`src/mrff_pkg.sv`:
```
// shared types, constants and helpers for the flux fusion block
package mrff_pkg;

    localparam int MAX_REVS = 5;
    localparam int MAX_FLUX = 65536;

    localparam int REV_W  = 3;
    localparam int CNT_W  = $clog2(MAX_REVS + 1) + 1;
    localparam int LEN_W  = $clog2(MAX_FLUX + 1);
    localparam int ADDR_W = $clog2(MAX_REVS * MAX_FLUX);
    localparam int IV_W   = 32;
    localparam int CUM_W  = 48;
    localparam int PROD_W = 2 * CUM_W;
    localparam int QUOT_W = 64;
    localparam int SUM_W  = IV_W + REV_W;

    localparam logic [16:0] CONF_ONE    = 17'd65536;
    localparam logic [16:0] CONF_WEAK   = 17'd13107;
    localparam logic [16:0] CONF_SINGLE = 17'd32768;
    localparam logic [15:0] TOL_RESET   = 16'd500;

    localparam logic [16:0] WEAK_MAX  = 17'h1FFFF;
    localparam logic [18:0] MATCH_MAX = 19'h7FFFF;
    localparam logic [32:0] CONF_MAX  = 33'h1FFFFFFFF;

    localparam logic REQ_LOAD  = 1'b0;
    localparam logic REQ_QUERY = 1'b1;

    localparam logic CFG_NUM_REVS  = 1'b0;
    localparam logic CFG_TOLERANCE = 1'b1;

    typedef struct packed {
        logic        req_type;
        logic [2:0]  rev_index;
        logic [31:0] interval_ns;
        logic        last_in_rev;
        logic [15:0] ref_index;
    } req_t;

    typedef struct packed {
        logic [31:0] fused_interval_ns;
        logic [16:0] confidence_q16;
        logic        weak_res;
        logic [2:0]  agree_count;
        logic        bad_query;
        logic [16:0] weak_total;
        logic [18:0] match_total;
        logic [32:0] confidence_sum;
    } res_t;

    typedef struct packed {
        logic [IV_W-1:0]  iv;
        logic [CUM_W-1:0] cum;
    } entry_t;

    typedef struct packed {
        logic [CUM_W-1:0] a;
        logic [CUM_W-1:0] b;
        logic [CUM_W-1:0] c;
    } md_req_t;

    function automatic logic [ADDR_W-1:0] addr_of(input logic [REV_W-1:0] rev,
                                                  input logic [LEN_W-1:0] idx);
        return ADDR_W'(32'(rev) * 32'(MAX_FLUX) + 32'(idx));
    endfunction

endpackage

```
`src/mrff_muldiv.sv`:
```
// shared multiply then divide unit: floor(a*b/c), low 64 quotient bits
module mrff_muldiv (
    input  logic                        clk,
    input  logic                        rst_n,
    input  logic                        start,
    input  mrff_pkg::md_req_t           req,
    output logic                        done,
    output logic [mrff_pkg::QUOT_W-1:0] quot
);

    typedef enum logic [1:0] {M_IDLE, M_MUL, M_DIV} md_state_t;

    localparam int CHUNKS = mrff_pkg::CUM_W / 16;
    localparam int STEP_W = $clog2(mrff_pkg::PROD_W + 1);

    md_state_t                    state_reg;
    logic [mrff_pkg::CUM_W-1:0]   a_reg;
    logic [mrff_pkg::CUM_W-1:0]   b_reg;
    logic [mrff_pkg::CUM_W-1:0]   c_reg;
    logic [mrff_pkg::PROD_W-1:0]  prod_reg;
    logic [mrff_pkg::CUM_W-1:0]   rem_reg;
    logic [mrff_pkg::QUOT_W-1:0]  quot_reg;
    logic [STEP_W-1:0]            step_reg;
    logic                         done_reg;

    logic [63:0]                  partial;
    logic [mrff_pkg::PROD_W-1:0]  part_sh;
    logic [mrff_pkg::CUM_W:0]     trial;
    logic                         fits;

    // one 16 x 48 partial product per cycle
    assign partial = 64'(a_reg[15:0]) * 64'(b_reg);
    assign part_sh = mrff_pkg::PROD_W'(partial) << {step_reg, 4'b0000};
    // restoring division, one quotient bit per cycle
    assign trial   = {rem_reg, prod_reg[mrff_pkg::PROD_W-1]};
    assign fits    = trial >= {1'b0, c_reg};

    always_ff @(posedge clk or negedge rst_n)
    begin
        if (!rst_n)
        begin
            state_reg <= M_IDLE;
            done_reg  <= 1'b0;
            step_reg  <= '0;
        end
        else
        begin
            done_reg <= 1'b0;
            unique case (state_reg)
                M_IDLE:
                begin
                    if (start)
                    begin
                        a_reg     <= req.a;
                        b_reg     <= req.b;
                        c_reg     <= req.c;
                        prod_reg  <= '0;
                        step_reg  <= '0;
                        state_reg <= M_MUL;
                    end
                end
                M_MUL:
                begin
                    prod_reg <= prod_reg + part_sh;
                    a_reg    <= a_reg >> 16;
                    if (step_reg == STEP_W'(CHUNKS - 1))
                    begin
                        step_reg  <= '0;
                        rem_reg   <= '0;
                        quot_reg  <= '0;
                        state_reg <= M_DIV;
                    end
                    else
                    begin
                        step_reg <= step_reg + 1'b1;
                    end
                end
                M_DIV:
                begin
                    prod_reg <= prod_reg << 1;
                    quot_reg <= {quot_reg[mrff_pkg::QUOT_W-2:0], fits};
                    if (fits)
                    begin
                        rem_reg <= mrff_pkg::CUM_W'(trial - {1'b0, c_reg});
                    end
                    else
                    begin
                        rem_reg <= trial[mrff_pkg::CUM_W-1:0];
                    end
                    if (step_reg == STEP_W'(mrff_pkg::PROD_W - 1))
                    begin
                        done_reg  <= 1'b1;
                        state_reg <= M_IDLE;
                    end
                    else
                    begin
                        step_reg <= step_reg + 1'b1;
                    end
                end
                default:
                begin
                    state_reg <= M_IDLE;
                end
            endcase
        end
    end

    assign done = done_reg;
    assign quot = quot_reg;

    a_start_idle: assert property (@(posedge clk) disable iff (!rst_n)
        start |-> state_reg == M_IDLE)
        else $error("muldiv started while running");
    a_done_idle: assert property (@(posedge clk) disable iff (!rst_n)
        done |-> state_reg == M_IDLE)
        else $error("done raised while running");
    a_step_range: assert property (@(posedge clk) disable iff (!rst_n)
        state_reg == M_MUL |-> step_reg < STEP_W'(CHUNKS))
        else $error("multiply step out of range");

endmodule

```
`config.mk`:
```
export PLATFORM = sky130hd
export DESIGN_NAME = mrff_muldiv
export DESIGN_NICKNAME = d
export VERILOG_FILES = /design/src/mrff_pkg.sv /design/src/mrff_muldiv.sv
export SDC_FILE = /design/constraint.sdc
export NUM_CORES = 2
export LEC_CHECK = 0
export BUFFER_PORTS_ARGS = -buffer_cell sky130_fd_sc_hd__buf_2
export CAP_MARGIN = 20
export CORE_MARGIN = 2
export CORE_UTILIZATION = 59
export DETAILED_ROUTE_END_ITERATION = 6
export PLACE_DENSITY_LB_ADDON = 0.3
export SKIP_CTS_REPAIR_TIMING = 1
export SLEW_MARGIN = 10
export SYNTH_ARGS = -nofsm -noshare
export SYNTH_HDL_FRONTEND = slang
export SYNTH_SLANG_ARGS = --single-unit
```
`constraint.sdc`:
```
create_clock -name clk -period 10.8 [get_ports clk]
set_input_delay 2.16 -clock clk [delete_from_list [all_inputs] [get_ports clk]]
set_output_delay 2.16 -clock clk [all_outputs]
set_load 0.01 [all_outputs]
```
==> reports/metrics.cfg <==
[synth]
synth-async-reset-ratio_pct = 2.76
synth.distinct_cells = 95
syn_area_sq_mm = 0.0485
synth_fp_nets = 6425
syn_area_per_cell_sq_um = 9.06
synthFlopType = edfxtp_1
ys_ff_latch = 362
synth_seq_area_share_pct = 22.3
synth_top_area_share_pct = 26.6
synth_enable_flop_cells = 352
ys_warn_count = 0
synthCells = 5349
synthTopCellsByArea = fa_1 27%, edfxtp_1 22%, ha_1 7.4%
synth_top_area_cell = fa_1

[routing]
ant_nets = 0
wl_met1_mm = 55.2
finalWirelength_mm = 131
route.met2.wl_mm = 60.5
drtIter0Drc = 3343
top_layer = met5
wl_per_cell_microns = 20.0
drc = 0
drtPass1Iterations = 7
vias = 38900
via_per_inst = 5.92
wl_met3_mm = 10.3

[sta]
max_freq_ghz = 0.0951
grt_setup_unrepaired = true
setup_slack_ns = 0.280
slew_headroom_pct = 34.1
finalSetupViolCount = 0
skew_ns = 0.0588
period_needed_ns = 10.52
tightest_slew_ns = 0.989
timing.hold.ws_ns = 0.548
timing.final.crit_share_pct = 97.4
final_max_slew_viol_count = 0
hold_violations = 0

[global_routing]
grt_antenna_before_repair = 3
track_usage_pct = 31.5
overflow = 0
grt_pass1_vias = 39500
grt_pass1_wl_mm = 214
grt_start_max_net_pins = 93

[status]
run_status = complete, no violations

[clocking]
cts.htree.levels = 2
cts_sinks = 362
cts_buffers = 44
cts_root_buffer = clkbuf_16
path_clk_slew_ns = 0.06
cts_tree = done
clockBufferDepth = 3
clk_latency_ns = 0.63

[worst_setup_path]
cp-start-kind = flop
crit_path_max_incr_delay_ns = 0.54
critPathSlowestCell = edfxtp_1
arrival_ns = 10.82
path_class = flop to flop
crit_fanout = 27
worstPathRequired_ns = 11.10
crit_path_end_kind = flop
critPathMostFrequentCell = fa_1

[floorplanning]
ios = 212
die_area_sq_mm = 0.0845
rows = 105
start_util_pct = 59.3
die_h_microns = 291
core_sq_mm = 0.0817
die_w_microns = 291

[placed_design]
hpwl_mm = 103
portBuffers = 211
dp.cells = 6446
dpl_worst_slack_ns = 0.0460
place_congestion = 1.00

[cells_and_area]
largest_reg_flops = 96
fillCellCount = 6762
fin_nets = 6534
stdcell_count = 6566
seqCellArea_sq_mm = 0.0108
multiInputGateArea_sq_mm = 0.0337
drive_above_1_share_pct = 10.0
area_delta_synth_final_pct = 8.47

[flow_run]
cap_violations = 0

[min_path]
hold_class = flop to flop

[path summary, 6_finish.rpt]
path	slack, ns	endpoint	startpoint	cells past startpoint
hold / removal	0.55	a_reg[18]$_DFFE_PP_	a_reg[34]$_SDFFCE_PP0P_	1
setup reg to reg	0.28	prod_reg[90]$_DFFE_PP_	a_reg[5]$_DFFE_PP_	39
setup / recovery	0.28	prod_reg[90]$_DFFE_PP_	a_reg[5]$_DFFE_PP_	39
max in group asynchronous	9.02	step_reg[4]$_DFFE_PN0P_	rst_n	1
hold reg to reg	0.55	a_reg[18]$_DFFE_PP_	a_reg[34]$_SDFFCE_PP0P_	1
min in group asynchronous	1.46	done$_DFF_PN0_	rst_n	1
[cell type report]
class	instances	area share (%)
repair buffers	357	4.27
clock buffers	55	2.21
diodes	2	0.00952
inverters	824	5.88
flip-flops and latches	362	20.6
clock inverters	27	0.500
well taps	1070	2.55
multi-input cells	3869	64.0
[per-layer routing]
metal | GRT usage, % | vias to the layer above
li1 | - | 17700
met1 | 43.6 | 19300
met2 | 50.5 | 1634
met3 | 5.10 | 306
met4 | 11.0 | 2
met5 | 0 | -
[cells in the final DEF (no fill, tap or decap), drive strengths merged, types with 60 or more instances in the layout]
master  instances
a21oi         270
fa            644
nand3          67
xnor2         123
inv           827
o21ai         186
and2          335
a21o          137
xor2           62
a22oi          60
nand2         785
nor2b          98
nor2          218
buf           355
ha            285
edfxtp        352
[cells in the mapped netlist, types with 6 or more instances]
cell type / number
or4_1: 7
dfrtp_1: 10
o211a_1: 7
mux2_2: 35
nor2_1: 218
and2_1: 334
and4_1: 6
mux2i_1: 54
a211o_1: 8
or2_2: 11
nand4_1: 52
buf_2: 12
o21ai_1: 15
and3_1: 27
a21o_1: 137
o21ai_0: 169
a21oi_1: 269
nor2b_1: 98
o211ai_1: 12
fa_1: 644
nand3_1: 67
xor2_1: 62
nor3b_1: 6
a221oi_1: 14
a21boi_0: 10
a22oi_1: 60
nand2_1: 784
o21a_1: 14
o22ai_1: 19
a211oi_1: 20
nor4_1: 8
o21bai_1: 51
inv_1: 822
or3_1: 13
nor3_1: 52
a31oi_1: 36
nand2b_1: 13
buf_1: 14
edfxtp_1: 352
ha_1: 285
xnor2_1: 123
clkbuf_1: 265
o31ai_1: 19
[cells by family (layout without fill, tap and decap cells)]
kind of cell,count (synthesis),after routing,synth area share (%)
compound gates,954,954,12.9
flops,362,362,22.3
xor+xnor,185,185,3.34
mux,89,89,1.93
simple gates,1712,1712,16.8
other cells,0,2,0
buf+inv,1118,1263,8.72
fa+ha+maj,929,929,34.0
[through the flow]
| step | TNS (ns) | utilization [%] | instance area (sq um) |
|---|---|---|---|
| after detailed placement | 0 | 62.0 | 50700 |
| after global routing | -0.111 | 64.3 | 52600 |
| after CTS | -0.0253 | 63.8 | 52100 |
| after global placement | 0 | 62.0 | 50700 |
| after floorplan | 0 | - | 48500 |
| final | 0 | 64.3 | 52600 |
[critical path, delay by kind of cell, from the launching register on]
family | cells | cell delay [ns]
flip-flops | 1 | 0.54
XOR/XNOR | 2 | 0.40
buffers and inverters | 7 | 0.80
AO/OA/AOI/OAI | 17 | 3.73
adder cells (fa/ha/maj) | 8 | 3.76
AND/OR/NAND/NOR | 5 | 0.93
Power is not shown: default switching activity piles up to over one toggle a cycle in this logic, so the estimate is an artifact.
